--- src/rtl/core/timestamp_nearest_match_cache_unit_defines.svh ---
// Assertion macros for the timestamp nearest-match cache.
// Used by rtl/core/timestamp_nearest_match_cache_unit.sv; expects clk_i and rst_ni in scope.
`ifndef TIMESTAMP_NEAREST_MATCH_CACHE_UNIT_DEFINES_SVH
`define TIMESTAMP_NEAREST_MATCH_CACHE_UNIT_DEFINES_SVH

// A property that must hold at every clock edge outside reset.
`define TNMC_ASSERT(name, prop, msg) \
  name: assert property (@(posedge clk_i) disable iff (!rst_ni) (prop)) else $error(msg);

// An implication checked at every clock edge outside reset.
`define TNMC_ASSERT_IMPL(name, ante, cons, msg) \
  name: assert property (@(posedge clk_i) disable iff (!rst_ni) (ante) |-> (cons)) \
    else $error(msg);

// An implication whose consequent is checked in the following cycle.
`define TNMC_ASSERT_NEXT(name, ante, cons, msg) \
  name: assert property (@(posedge clk_i) disable iff (!rst_ni) (ante) |=> (cons)) \
    else $error(msg);

`endif

--- src/rtl/core/tnmc_pkg.sv ---
// Package for the timestamp nearest-match cache: widths, constants and types.
// No dependencies; imported by the cache unit, its checker and its testbench.
`timescale 1ns / 1ps

package tnmc_pkg;

  localparam int TS_W        = 48;
  localparam int FPS_W       = 8;
  localparam int CNT_W       = 5;
  localparam int INTERVAL_W  = 10;
  localparam int TOL_W       = 12;
  localparam int AGE_W       = 14;

  localparam int DEF_TABLE_DEPTH  = 16;
  localparam int DEF_PAYLOAD_BITS = 32;

  localparam logic [FPS_W-1:0]      FPS_DEFAULT = 8'd30;
  localparam logic [INTERVAL_W-1:0] MS_PER_SEC  = 10'd1000;
  localparam int                    TOL_MULT    = 3;
  localparam int                    AGE_MULT    = 4;
  localparam logic [AGE_W-1:0]      AGE_FLOOR   = 14'd500;
  localparam logic [TOL_W-1:0]      RST_TOL     = 12'd99;
  localparam logic [AGE_W-1:0]      RST_AGE     = 14'd500;

  localparam logic KIND_STORE  = 1'b0;
  localparam logic KIND_LOOKUP = 1'b1;

  typedef enum logic [2:0] {
    ST_IDLE,
    ST_DERIVE,
    ST_LIMITS,
    ST_SCAN,
    ST_FINISH
  } state_e;

endpackage

--- src/rtl/core/timestamp_nearest_match_cache_unit.sv ---
// Timestamp nearest-match cache: top level with scan sequencer and entry memory.
// Depends on tnmc_pkg and timestamp_nearest_match_cache_unit_defines.svh.
// Channel      | Ports                                             | Direction
// command      | start_i, busy_o, kind_i, timestamp_ms_i, payload_i | in
// result       | done_o, hit_o, matched_timestamp_o,                | out
//              | matched_payload_o, replaced_on_full_o, entry_count_o |
// frame rate   | frame_rate_we_i, frame_rate_i                      | in
//
// A transaction sweeps the entry memory once before the result strobe, one entry per cycle,
// through a three-stage pipe built around the one shared 49-bit subtractor.
// A frame rate write keeps busy_o high while the same subtractor runs a
// restoring division of 1000 by the frame rate, one quotient bit per cycle.
// Reset clears the valid bits and loads the derived limits for 30 frames per second.
// The receiver cannot stall: done_o is high for one cycle only.
`timescale 1ns / 1ps
`include "timestamp_nearest_match_cache_unit_defines.svh"

module timestamp_nearest_match_cache_unit
  import tnmc_pkg::*;
#(
  parameter int TABLE_DEPTH  = DEF_TABLE_DEPTH,
  parameter int PAYLOAD_BITS = DEF_PAYLOAD_BITS
) (
  input  logic                    clk_i,
  input  logic                    rst_ni,
  input  logic                    start_i,
  output logic                    busy_o,
  input  logic                    kind_i,
  input  logic [TS_W-1:0]         timestamp_ms_i,
  input  logic [PAYLOAD_BITS-1:0] payload_i,
  output logic                    done_o,
  output logic                    hit_o,
  output logic [TS_W-1:0]         matched_timestamp_o,
  output logic [PAYLOAD_BITS-1:0] matched_payload_o,
  output logic                    replaced_on_full_o,
  output logic [CNT_W-1:0]        entry_count_o,
  input  logic                    frame_rate_we_i,
  input  logic [FPS_W-1:0]        frame_rate_i
);

  // Index width for the table and width of the occupancy count.
  localparam int IW  = (TABLE_DEPTH > 1) ? $clog2(TABLE_DEPTH) : 1;
  localparam int CW  = $clog2(TABLE_DEPTH + 1);
  localparam int DSW = $clog2(INTERVAL_W);
  localparam logic [IW-1:0] LAST_IDX = IW'(TABLE_DEPTH - 1);

  state_e state_q, state_d;

  // Configuration and derived limits.
  logic [FPS_W-1:0]      frame_rate_q, frame_rate_d;
  logic [TOL_W-1:0]      tol_q, tol_d;
  logic [AGE_W-1:0]      age_q, age_d;

  // Divider state for 1000 / fps.
  logic [FPS_W-1:0]      div_rem_q, div_rem_d;
  logic [INTERVAL_W-1:0] div_quo_q, div_quo_d;
  logic [DSW-1:0]        div_step_q, div_step_d;
  logic [FPS_W-1:0]      fps_eff;
  logic [FPS_W:0]        rem_shift;
  logic [INTERVAL_W-1:0] interval;
  logic [TOL_W-1:0]      tol_new;
  logic [AGE_W-1:0]      age_raw;

  // The shared subtractor: one borrow bit above the difference.
  logic [TS_W-1:0] sub_a, sub_b;
  logic [TS_W:0]   sub_res;

  // Transaction in flight.
  logic                    kind_q, kind_d;
  logic [TS_W-1:0]         key_q;
  logic [PAYLOAD_BITS-1:0] pay_in_q;

  // Entry storage.
  logic [TABLE_DEPTH-1:0]  ent_valid_q, ent_valid_d;
  logic [CW-1:0]           cnt_q, cnt_d;
  logic [TS_W-1:0]         ts_mem  [TABLE_DEPTH];
  logic [PAYLOAD_BITS-1:0] pay_mem [TABLE_DEPTH];
  logic [TS_W-1:0]         mem_ts_q;
  logic [PAYLOAD_BITS-1:0] mem_pay_q;
  logic                    mem_we;
  logic [IW-1:0]           slot;

  // Sweep pipeline.
  logic [IW-1:0]           rd_idx_q, rd_idx_d;
  logic                    issue_done_q, issue_done_d;
  logic                    issuing;
  logic                    s1_v_q, s2_v_q, s3_v_q;
  logic [IW-1:0]           s1_idx_q, s2_idx_q, s3_idx_q;
  logic [TS_W:0]           s2_diff_q;
  logic [TS_W-1:0]         s2_ts_q, s3_ts_q, s3_abs_q;
  logic [PAYLOAD_BITS-1:0] s2_pay_q, s3_pay_q;
  logic                    s3_valid, s3_evict;

  // Sweep results: best lookup match or farthest entry for a store.
  logic                    cand_found_q, cand_found_d;
  logic [TS_W-1:0]         cand_d_q, cand_d_d;
  logic [TS_W-1:0]         cand_ts_q, cand_ts_d;
  logic [PAYLOAD_BITS-1:0] cand_pay_q, cand_pay_d;
  logic [IW-1:0]           cand_idx_q, cand_idx_d;
  logic                    match_found_q, match_found_d;
  logic [IW-1:0]           match_idx_q, match_idx_d;
  logic                    free_found_q, free_found_d;
  logic [IW-1:0]           free_idx_q, free_idx_d;
  logic                    cand_better;

  // Result registers.
  logic                    done_q, done_d;
  logic                    hit_q, hit_d;
  logic                    repl_q, repl_d;
  logic [TS_W-1:0]         mts_q, mts_d;
  logic [PAYLOAD_BITS-1:0] mpay_q, mpay_d;

  logic accept;

  assign busy_o  = (state_q != ST_IDLE);
  assign accept  = start_i && !busy_o;
  assign issuing = (state_q == ST_SCAN) && !issue_done_q;

  // A frame rate of zero is taken as the default.
  assign fps_eff   = (frame_rate_q == '0) ? FPS_DEFAULT : frame_rate_q;
  assign rem_shift = {div_rem_q, MS_PER_SEC[div_step_q]};

  // The subtractor serves the divider while deriving and the sweep otherwise.
  always_comb begin
    if (state_q == ST_DERIVE) begin
      sub_a = TS_W'(rem_shift);
      sub_b = TS_W'(fps_eff);
    end else begin
      sub_a = key_q;
      sub_b = mem_ts_q;
    end
  end
  assign sub_res = {1'b0, sub_a} - {1'b0, sub_b};

  // Derived limits from the final quotient; narrow values, combinational.
  assign interval = (div_quo_q == '0) ? INTERVAL_W'(1) : div_quo_q;
  assign tol_new  = TOL_W'(interval * TOL_MULT);
  assign age_raw  = AGE_W'(tol_new * AGE_MULT);

  // Decisions for the entry leaving the last pipeline stage.
  assign s3_valid = ent_valid_q[s3_idx_q];
  assign s3_evict = (kind_q == KIND_STORE) && s3_valid && (s3_abs_q > TS_W'(age_q));

  always_comb begin
    if (kind_q == KIND_STORE) begin
      // Farthest entry; a tie goes to the smaller timestamp.
      cand_better = !cand_found_q || (s3_abs_q > cand_d_q) ||
                    ((s3_abs_q == cand_d_q) && (s3_ts_q < cand_ts_q));
    end else begin
      // Nearest entry; a tie goes to the smaller timestamp.
      cand_better = !cand_found_q || (s3_abs_q < cand_d_q) ||
                    ((s3_abs_q == cand_d_q) && (s3_ts_q < cand_ts_q));
    end
  end

  always_comb begin
    state_d       = state_q;
    frame_rate_d  = frame_rate_q;
    tol_d         = tol_q;
    age_d         = age_q;
    div_rem_d     = div_rem_q;
    div_quo_d     = div_quo_q;
    div_step_d    = div_step_q;
    kind_d        = kind_q;
    ent_valid_d   = ent_valid_q;
    cnt_d         = cnt_q;
    rd_idx_d      = rd_idx_q;
    issue_done_d  = issue_done_q;
    cand_found_d  = cand_found_q;
    cand_d_d      = cand_d_q;
    cand_ts_d     = cand_ts_q;
    cand_pay_d    = cand_pay_q;
    cand_idx_d    = cand_idx_q;
    match_found_d = match_found_q;
    match_idx_d   = match_idx_q;
    free_found_d  = free_found_q;
    free_idx_d    = free_idx_q;
    done_d        = 1'b0;
    hit_d         = hit_q;
    repl_d        = repl_q;
    mts_d         = mts_q;
    mpay_d        = mpay_q;
    mem_we        = 1'b0;
    slot          = cand_idx_q;

    case (state_q)
      ST_IDLE: begin
        if (start_i) begin
          state_d       = ST_SCAN;
          kind_d        = kind_i;
          rd_idx_d      = '0;
          issue_done_d  = 1'b0;
          cand_found_d  = 1'b0;
          match_found_d = 1'b0;
          free_found_d  = 1'b0;
        end else if (frame_rate_we_i) begin
          state_d      = ST_DERIVE;
          frame_rate_d = frame_rate_i;
          div_rem_d    = '0;
          div_quo_d    = '0;
          div_step_d   = DSW'(INTERVAL_W - 1);
        end
      end

      ST_DERIVE: begin
        // One restoring division step: keep the remainder if the subtraction borrows.
        if (sub_res[TS_W]) begin
          div_rem_d = rem_shift[FPS_W-1:0];
        end else begin
          div_rem_d = sub_res[FPS_W-1:0];
        end
        div_quo_d = {div_quo_q[INTERVAL_W-2:0], !sub_res[TS_W]};
        if (div_step_q == '0) begin
          state_d = ST_LIMITS;
        end else begin
          div_step_d = div_step_q - DSW'(1);
        end
      end

      ST_LIMITS: begin
        tol_d   = tol_new;
        age_d   = (age_raw < AGE_FLOOR) ? AGE_FLOOR : age_raw;
        state_d = ST_IDLE;
      end

      ST_SCAN: begin
        if (issuing) begin
          if (rd_idx_q == LAST_IDX) begin
            issue_done_d = 1'b1;
          end else begin
            rd_idx_d = rd_idx_q + IW'(1);
          end
        end
        if (s3_v_q) begin
          if (kind_q == KIND_STORE) begin
            if (s3_evict) begin
              ent_valid_d[s3_idx_q] = 1'b0;
              cnt_d = cnt_q - CW'(1);
            end
            if (s3_valid && !s3_evict) begin
              if (s3_ts_q == key_q) begin
                match_found_d = 1'b1;
                match_idx_d   = s3_idx_q;
              end
              if (cand_better) begin
                cand_found_d = 1'b1;
                cand_d_d     = s3_abs_q;
                cand_ts_d    = s3_ts_q;
                cand_idx_d   = s3_idx_q;
              end
            end else if (!free_found_q) begin
              free_found_d = 1'b1;
              free_idx_d   = s3_idx_q;
            end
          end else if (s3_valid && (s3_abs_q <= TS_W'(tol_q)) && cand_better) begin
            cand_found_d = 1'b1;
            cand_d_d     = s3_abs_q;
            cand_ts_d    = s3_ts_q;
            cand_pay_d   = s3_pay_q;
            cand_idx_d   = s3_idx_q;
          end
          if (s3_idx_q == LAST_IDX) begin
            state_d = ST_FINISH;
          end
        end
      end

      ST_FINISH: begin
        done_d  = 1'b1;
        state_d = ST_IDLE;
        if (kind_q == KIND_STORE) begin
          hit_d  = 1'b0;
          mts_d  = '0;
          mpay_d = '0;
          repl_d = 1'b0;
          mem_we = 1'b1;
          if (match_found_q) begin
            slot = match_idx_q;
          end else if (free_found_q) begin
            slot  = free_idx_q;
            cnt_d = cnt_q + CW'(1);
          end else begin
            slot   = cand_idx_q;
            repl_d = 1'b1;
          end
          ent_valid_d[slot] = 1'b1;
        end else begin
          repl_d = 1'b0;
          hit_d  = cand_found_q;
          mts_d  = cand_found_q ? cand_ts_q : '0;
          mpay_d = cand_found_q ? cand_pay_q : '0;
        end
      end

      default: begin
        state_d = ST_IDLE;
      end
    endcase
  end

  // Control state.
  always_ff @(posedge clk_i or negedge rst_ni) begin
    if (!rst_ni) begin
      state_q       <= ST_IDLE;
      frame_rate_q  <= FPS_DEFAULT;
      tol_q         <= RST_TOL;
      age_q         <= RST_AGE;
      div_step_q    <= '0;
      ent_valid_q   <= '0;
      cnt_q         <= '0;
      rd_idx_q      <= '0;
      issue_done_q  <= 1'b1;
      s1_v_q        <= 1'b0;
      s2_v_q        <= 1'b0;
      s3_v_q        <= 1'b0;
      cand_found_q  <= 1'b0;
      match_found_q <= 1'b0;
      free_found_q  <= 1'b0;
      done_q        <= 1'b0;
      kind_q        <= KIND_STORE;
    end else begin
      state_q       <= state_d;
      frame_rate_q  <= frame_rate_d;
      tol_q         <= tol_d;
      age_q         <= age_d;
      div_step_q    <= div_step_d;
      ent_valid_q   <= ent_valid_d;
      cnt_q         <= cnt_d;
      rd_idx_q      <= rd_idx_d;
      issue_done_q  <= issue_done_d;
      s1_v_q        <= issuing;
      s2_v_q        <= s1_v_q;
      s3_v_q        <= s2_v_q;
      cand_found_q  <= cand_found_d;
      match_found_q <= match_found_d;
      free_found_q  <= free_found_d;
      done_q        <= done_d;
      kind_q        <= kind_d;
    end
  end

  // Datapath registers.
  always_ff @(posedge clk_i) begin
    if (accept) begin
      key_q    <= timestamp_ms_i;
      pay_in_q <= payload_i;
    end
    div_rem_q  <= div_rem_d;
    div_quo_q  <= div_quo_d;
    s1_idx_q   <= rd_idx_q;
    s2_idx_q   <= s1_idx_q;
    s2_diff_q  <= sub_res;
    s2_ts_q    <= mem_ts_q;
    s2_pay_q   <= mem_pay_q;
    s3_idx_q   <= s2_idx_q;
    s3_ts_q    <= s2_ts_q;
    s3_pay_q   <= s2_pay_q;
    s3_abs_q   <= s2_diff_q[TS_W] ? (~s2_diff_q[TS_W-1:0] + TS_W'(1)) : s2_diff_q[TS_W-1:0];
    cand_d_q   <= cand_d_d;
    cand_ts_q  <= cand_ts_d;
    cand_pay_q <= cand_pay_d;
    cand_idx_q <= cand_idx_d;
    match_idx_q <= match_idx_d;
    free_idx_q <= free_idx_d;
    hit_q      <= hit_d;
    repl_q     <= repl_d;
    mts_q      <= mts_d;
    mpay_q     <= mpay_d;
  end

  // Entry memory: one write port, one registered read port.
  always_ff @(posedge clk_i) begin
    if (mem_we) begin
      ts_mem[slot]  <= key_q;
      pay_mem[slot] <= pay_in_q;
    end
    mem_ts_q  <= ts_mem[rd_idx_q];
    mem_pay_q <= pay_mem[rd_idx_q];
  end

  assign done_o              = done_q;
  assign hit_o               = hit_q;
  assign matched_timestamp_o = mts_q;
  assign matched_payload_o   = mpay_q;
  assign replaced_on_full_o  = repl_q;
  assign entry_count_o       = CNT_W'(cnt_q);

  `TNMC_ASSERT(a_count_tracks_valid, cnt_q == CW'($countones(ent_valid_q)), "count mismatch")
  `TNMC_ASSERT_IMPL(a_done_after_finish, done_o, $past(state_q == ST_FINISH), "stray strobe")
  `TNMC_ASSERT_NEXT(a_lookup_keeps_table, (state_q == ST_SCAN) && (kind_q == KIND_LOOKUP), $stable(ent_valid_q), "lookup changed table")
  `TNMC_ASSERT_IMPL(a_replace_only_full, done_o && replaced_on_full_o, (cnt_q == CW'(TABLE_DEPTH)) && !hit_o, "replacement with free slot")

endmodule

--- config.mk ---
export PLATFORM = sky130hd
export DESIGN_NAME = timestamp_nearest_match_cache_unit
export DESIGN_NICKNAME = d
export VERILOG_FILES = /design/src/rtl/core/tnmc_pkg.sv /design/src/rtl/core/timestamp_nearest_match_cache_unit.sv
export VERILOG_INCLUDE_DIRS = /design/src /design/src/rtl/core
export SDC_FILE = /design/constraint.sdc
export NUM_CORES = 2
export LEC_CHECK = 0
export ABC_AREA = 0
export BUFFER_PORTS_ARGS = -buffer_cell sky130_fd_sc_hd__clkbuf_2
export CORE_MARGIN = 2
export CORE_UTILIZATION = 30
export CTS_BUF_LIST = sky130_fd_sc_hd__clkbuf_16
export CTS_CLUSTER_DIAMETER = 80
export DETAILED_ROUTE_END_ITERATION = 16
export MAX_ROUTING_LAYER = met4
export PLACE_DENSITY_LB_ADDON = 0.3
export SYNTH_ARGS = -nofsm -noshare
export SYNTH_HDL_FRONTEND = slang
export SYNTH_SLANG_ARGS = --single-unit
--- constraint.sdc ---
create_clock -name clk_i -period 11.7 [get_ports clk_i]
set_input_delay 2.34 -clock clk_i [delete_from_list [all_inputs] [get_ports clk_i]]
set_output_delay 2.34 -clock clk_i [all_outputs]
set_load 0.03 [all_outputs]
==> results.cfg <==
[outcome]
status = complete, no violations

[clocking]
ctsResizeCount = 0
cts_root_buf = clkbuf_16
clock_path_buffers = 3
cts_tree = yes
holdBufCountCts = 0
clkLatencyLatePin_ns = 0.86
cts.clk_slew.worst_paths_ns = 0.06
htree_levels = 4
cts_made_buffers = 203
post_cts_buffers = 0
cts.sinks = 2022

[timing]
setup-violations-final = 0
relSlewSlack = 0.1661
min_period_ns = 4.776
skew_ns = 0.06909
post-route-period-util = 0.4082
tightestPinTransition_ns = 1.238
tns_ns = 0
drv_slew = 0
rsz0062_at_grt = no
timing.fmax_mhz = 209.4
hold_viol_final = 0

[worst_setup_path]
cpPeakStageDelay_ns = 0.65
worst_r2r_path_depth = 16
required_ns = 12.45
start_kind = register
worstSetupPathType = register to register
cp-end-kind = register
reg2reg_from = state_q[1]$_DFFE_PN0P_
crit_top_cell = nor2_1
crit_path_start = state_q[1]$_DFFE_PN0P_
reg2reg_slack_ns = 6.92
crit_arrival_ns = 5.52
worst-path-buf-inv = 2
reg2reg_to = s2_diff_q[44]$_DFF_P_
crit_chain = nor2_1, nand2_4, buf_4, nor2_1, a21oi_1, ha_1, inv_1, fa_1, a21o_1, a311o_1, nand4_1, nand3_1, a221oi_1, a31oi_1, nor4b_1, a211o_1
crit_family = compound AO/OA/AOI/OAI gates
crit_path_max_fanout = 94
slowest_stage = buf_4

[final_layout]
fin_area_mm2 = 0.08992
num-fill-cells = 24582
syn2layout_area_growth_pct = 14.94
final_util = 0.3466
fin_nets = 5367
final_common_cell = edfxtp_1
most-common-layout-cells = edfxtp_1 (1600), dfxtp_1 (349), nand2_1 (276)
drive_gt1_frac = 0.1632

[floorplan]
die_area_mm2 = 0.2649
start_util = 0.3015
core_mm2 = 0.2595
die_w_um = 514.7
io_pins = 182
die_y_um = 514.7
rows = 187

[route]
routed_wl_um = 207800
viasPerCell = 4.917
postRouteAntennaNets = 0
drcViolationCount = 0
detailroute.via_count = 42648
drt_iter0_drc = 3648
drtPass1Iterations = 5
routedWlPerCell_um = 23.95

[logic_synthesis]
ys.flop_type = edfxtp_1
postSynthAreaPerCell_um2 = 16.19
yosysWarningCount = 0
synth.area.top_cells = edfxtp_1 (61%), dfxtp_1 (8.9%), mux4_2 (4.7%), mux2i_1 (3.3%), ha_1 (3.0%)
async_reset_ff_frac = 0.03610
ys_seq_area_frac = 0.7270
netlist_instances = 4831
syn-num-nets = 5116
synth_top_area_cell = edfxtp_1
synth_cell_types = 80
synth_edf_count = 1600
synthDominantCellAreaShare = 0.6141
syn_area_mm2 = 0.07824
synth_seq_cells = 2022

[min_path]
holdPathEnd = s3_ts_q[18]$_DFF_P_
hold_path_class = register to register
hold_path.startpoint = s2_ts_q[18]$_DFF_P_
whs_path_depth = 0

[run]
cap_viol_max_count = 0

[grt]
grtUsageTotal = 0.1585
grt_pass1_wl_um = 300200
antenna_found_initial = 16
grt_pass1_vias = 42526
grt_max_degree = 134
overflow = 0

[power]
p_per_area_mw_per_mm2 = 244.8
leakage_nw = 31.63
p_total_mw = 22.02
vdd_ir_drop_max_mv = 0.1522

[placement]
hpwl_um = 119800
port_buffers = 181
gp_congestion = 0.8617
dpl-instance-area_mm2 = 0.08345
[layout make-up]
class,instances,area [um^2],area share
Inverter,160,608.1,0.006762
Antenna cell,10,25.02,0.0002783
Timing Repair Buffer,259,1556,0.01731
Clock inverter,176,1214,0.01350
Sequential cell,2022,56900,0.6328
Multi-Input combinational cell,2436,20130,0.2239
Tap cell,3402,4257,0.04734
Clock buffer,209,5230,0.05816
[Yosys cell counts, drive strengths merged, types with 55 or more instances]
cell and instances:
a21o 55, a21oi 201, a221oi 84, a22oi 84, and3 93, clkbuf 179, dfrtp 58, dfxtp 349
edfxtp 1600, ha 189, inv 159, mux2 82, mux2i 256, mux4 165, nand2 278, nor2 134
o21ai 253, xnor2 129
[sequential cells by signal, summed over array words and instances, names as in the netlist, 48 cells and up]
register / flops
key_q: 48
cand_ts_q: 48
cand_d_q: 48
s2_diff_q: 49
ts_mem: 768
s3_ts_q: 48
s3_abs_q: 48
mem_ts_q: 48
pay_mem: 512
matched_timestamp_o: 48
s2_ts_q: 48
[cells by family after synthesis]
group           after synthesis  synth area share
xor+xnor                    149           0.01668
buf+inv                     373           0.01793
flops                      2022            0.7270
compound gates              820           0.06634
fa+ha+maj                   193           0.03112
simple gates                771           0.04886
mux                         503           0.09205
[metal layers]
layer | share of wire | vias up | wire, um | GRT usage
met4 | 0.018 | 0 | 3636 | 0.03362
met3 | 0.052 | 248 | 10800 | 0.02303
met1 | 0.48 | 21990 | 99960 | 0.2276
li1 | - | 19203 | - | -
met5 | 0 | - | 0 | -
met2 | 0.45 | 1207 | 93380 | 0.2376
[worst max path at each step]
stage,end,slack [ns],cells past startpoint
after floorplan,cand_d_q[0]$_DFFE_PP_,1.45,10
after global placement,pay_in_q[8]$_DFFE_PP_,7.05,4
after detailed placement,div_rem_q[0]$_SDFFCE_PN0P_,6.98,17
after CTS,cand_ts_q[45]$_DFFE_PP_,6.97,12
after global routing,s2_diff_q[44]$_DFF_P_,6.50,16
final,s2_diff_q[44]$_DFF_P_,6.92,16
[power by group]
group / switching (mW) / internal, mW / leakage, nW
Sequential: 0.987 / 8.87 / 18.2
Clock: 2.81 / 3.42 / 3.35
Combinational: 3.43 / 2.50 / 10.1
Total: 7.23 / 14.8 / 31.6
[per-stage QoR]
step                hold WS (ns)  setup slack (ns)  cells
finish                    0.3123             6.924   8674
global route              0.3215             6.498   8667
CTS                       0.3092             6.966   8664
detailed placement        0.3121             6.977   8279
global placement          0.3098             7.053   8279
floorplan                 0.3096             1.451   4831
(Power assumes the default switching activity.)
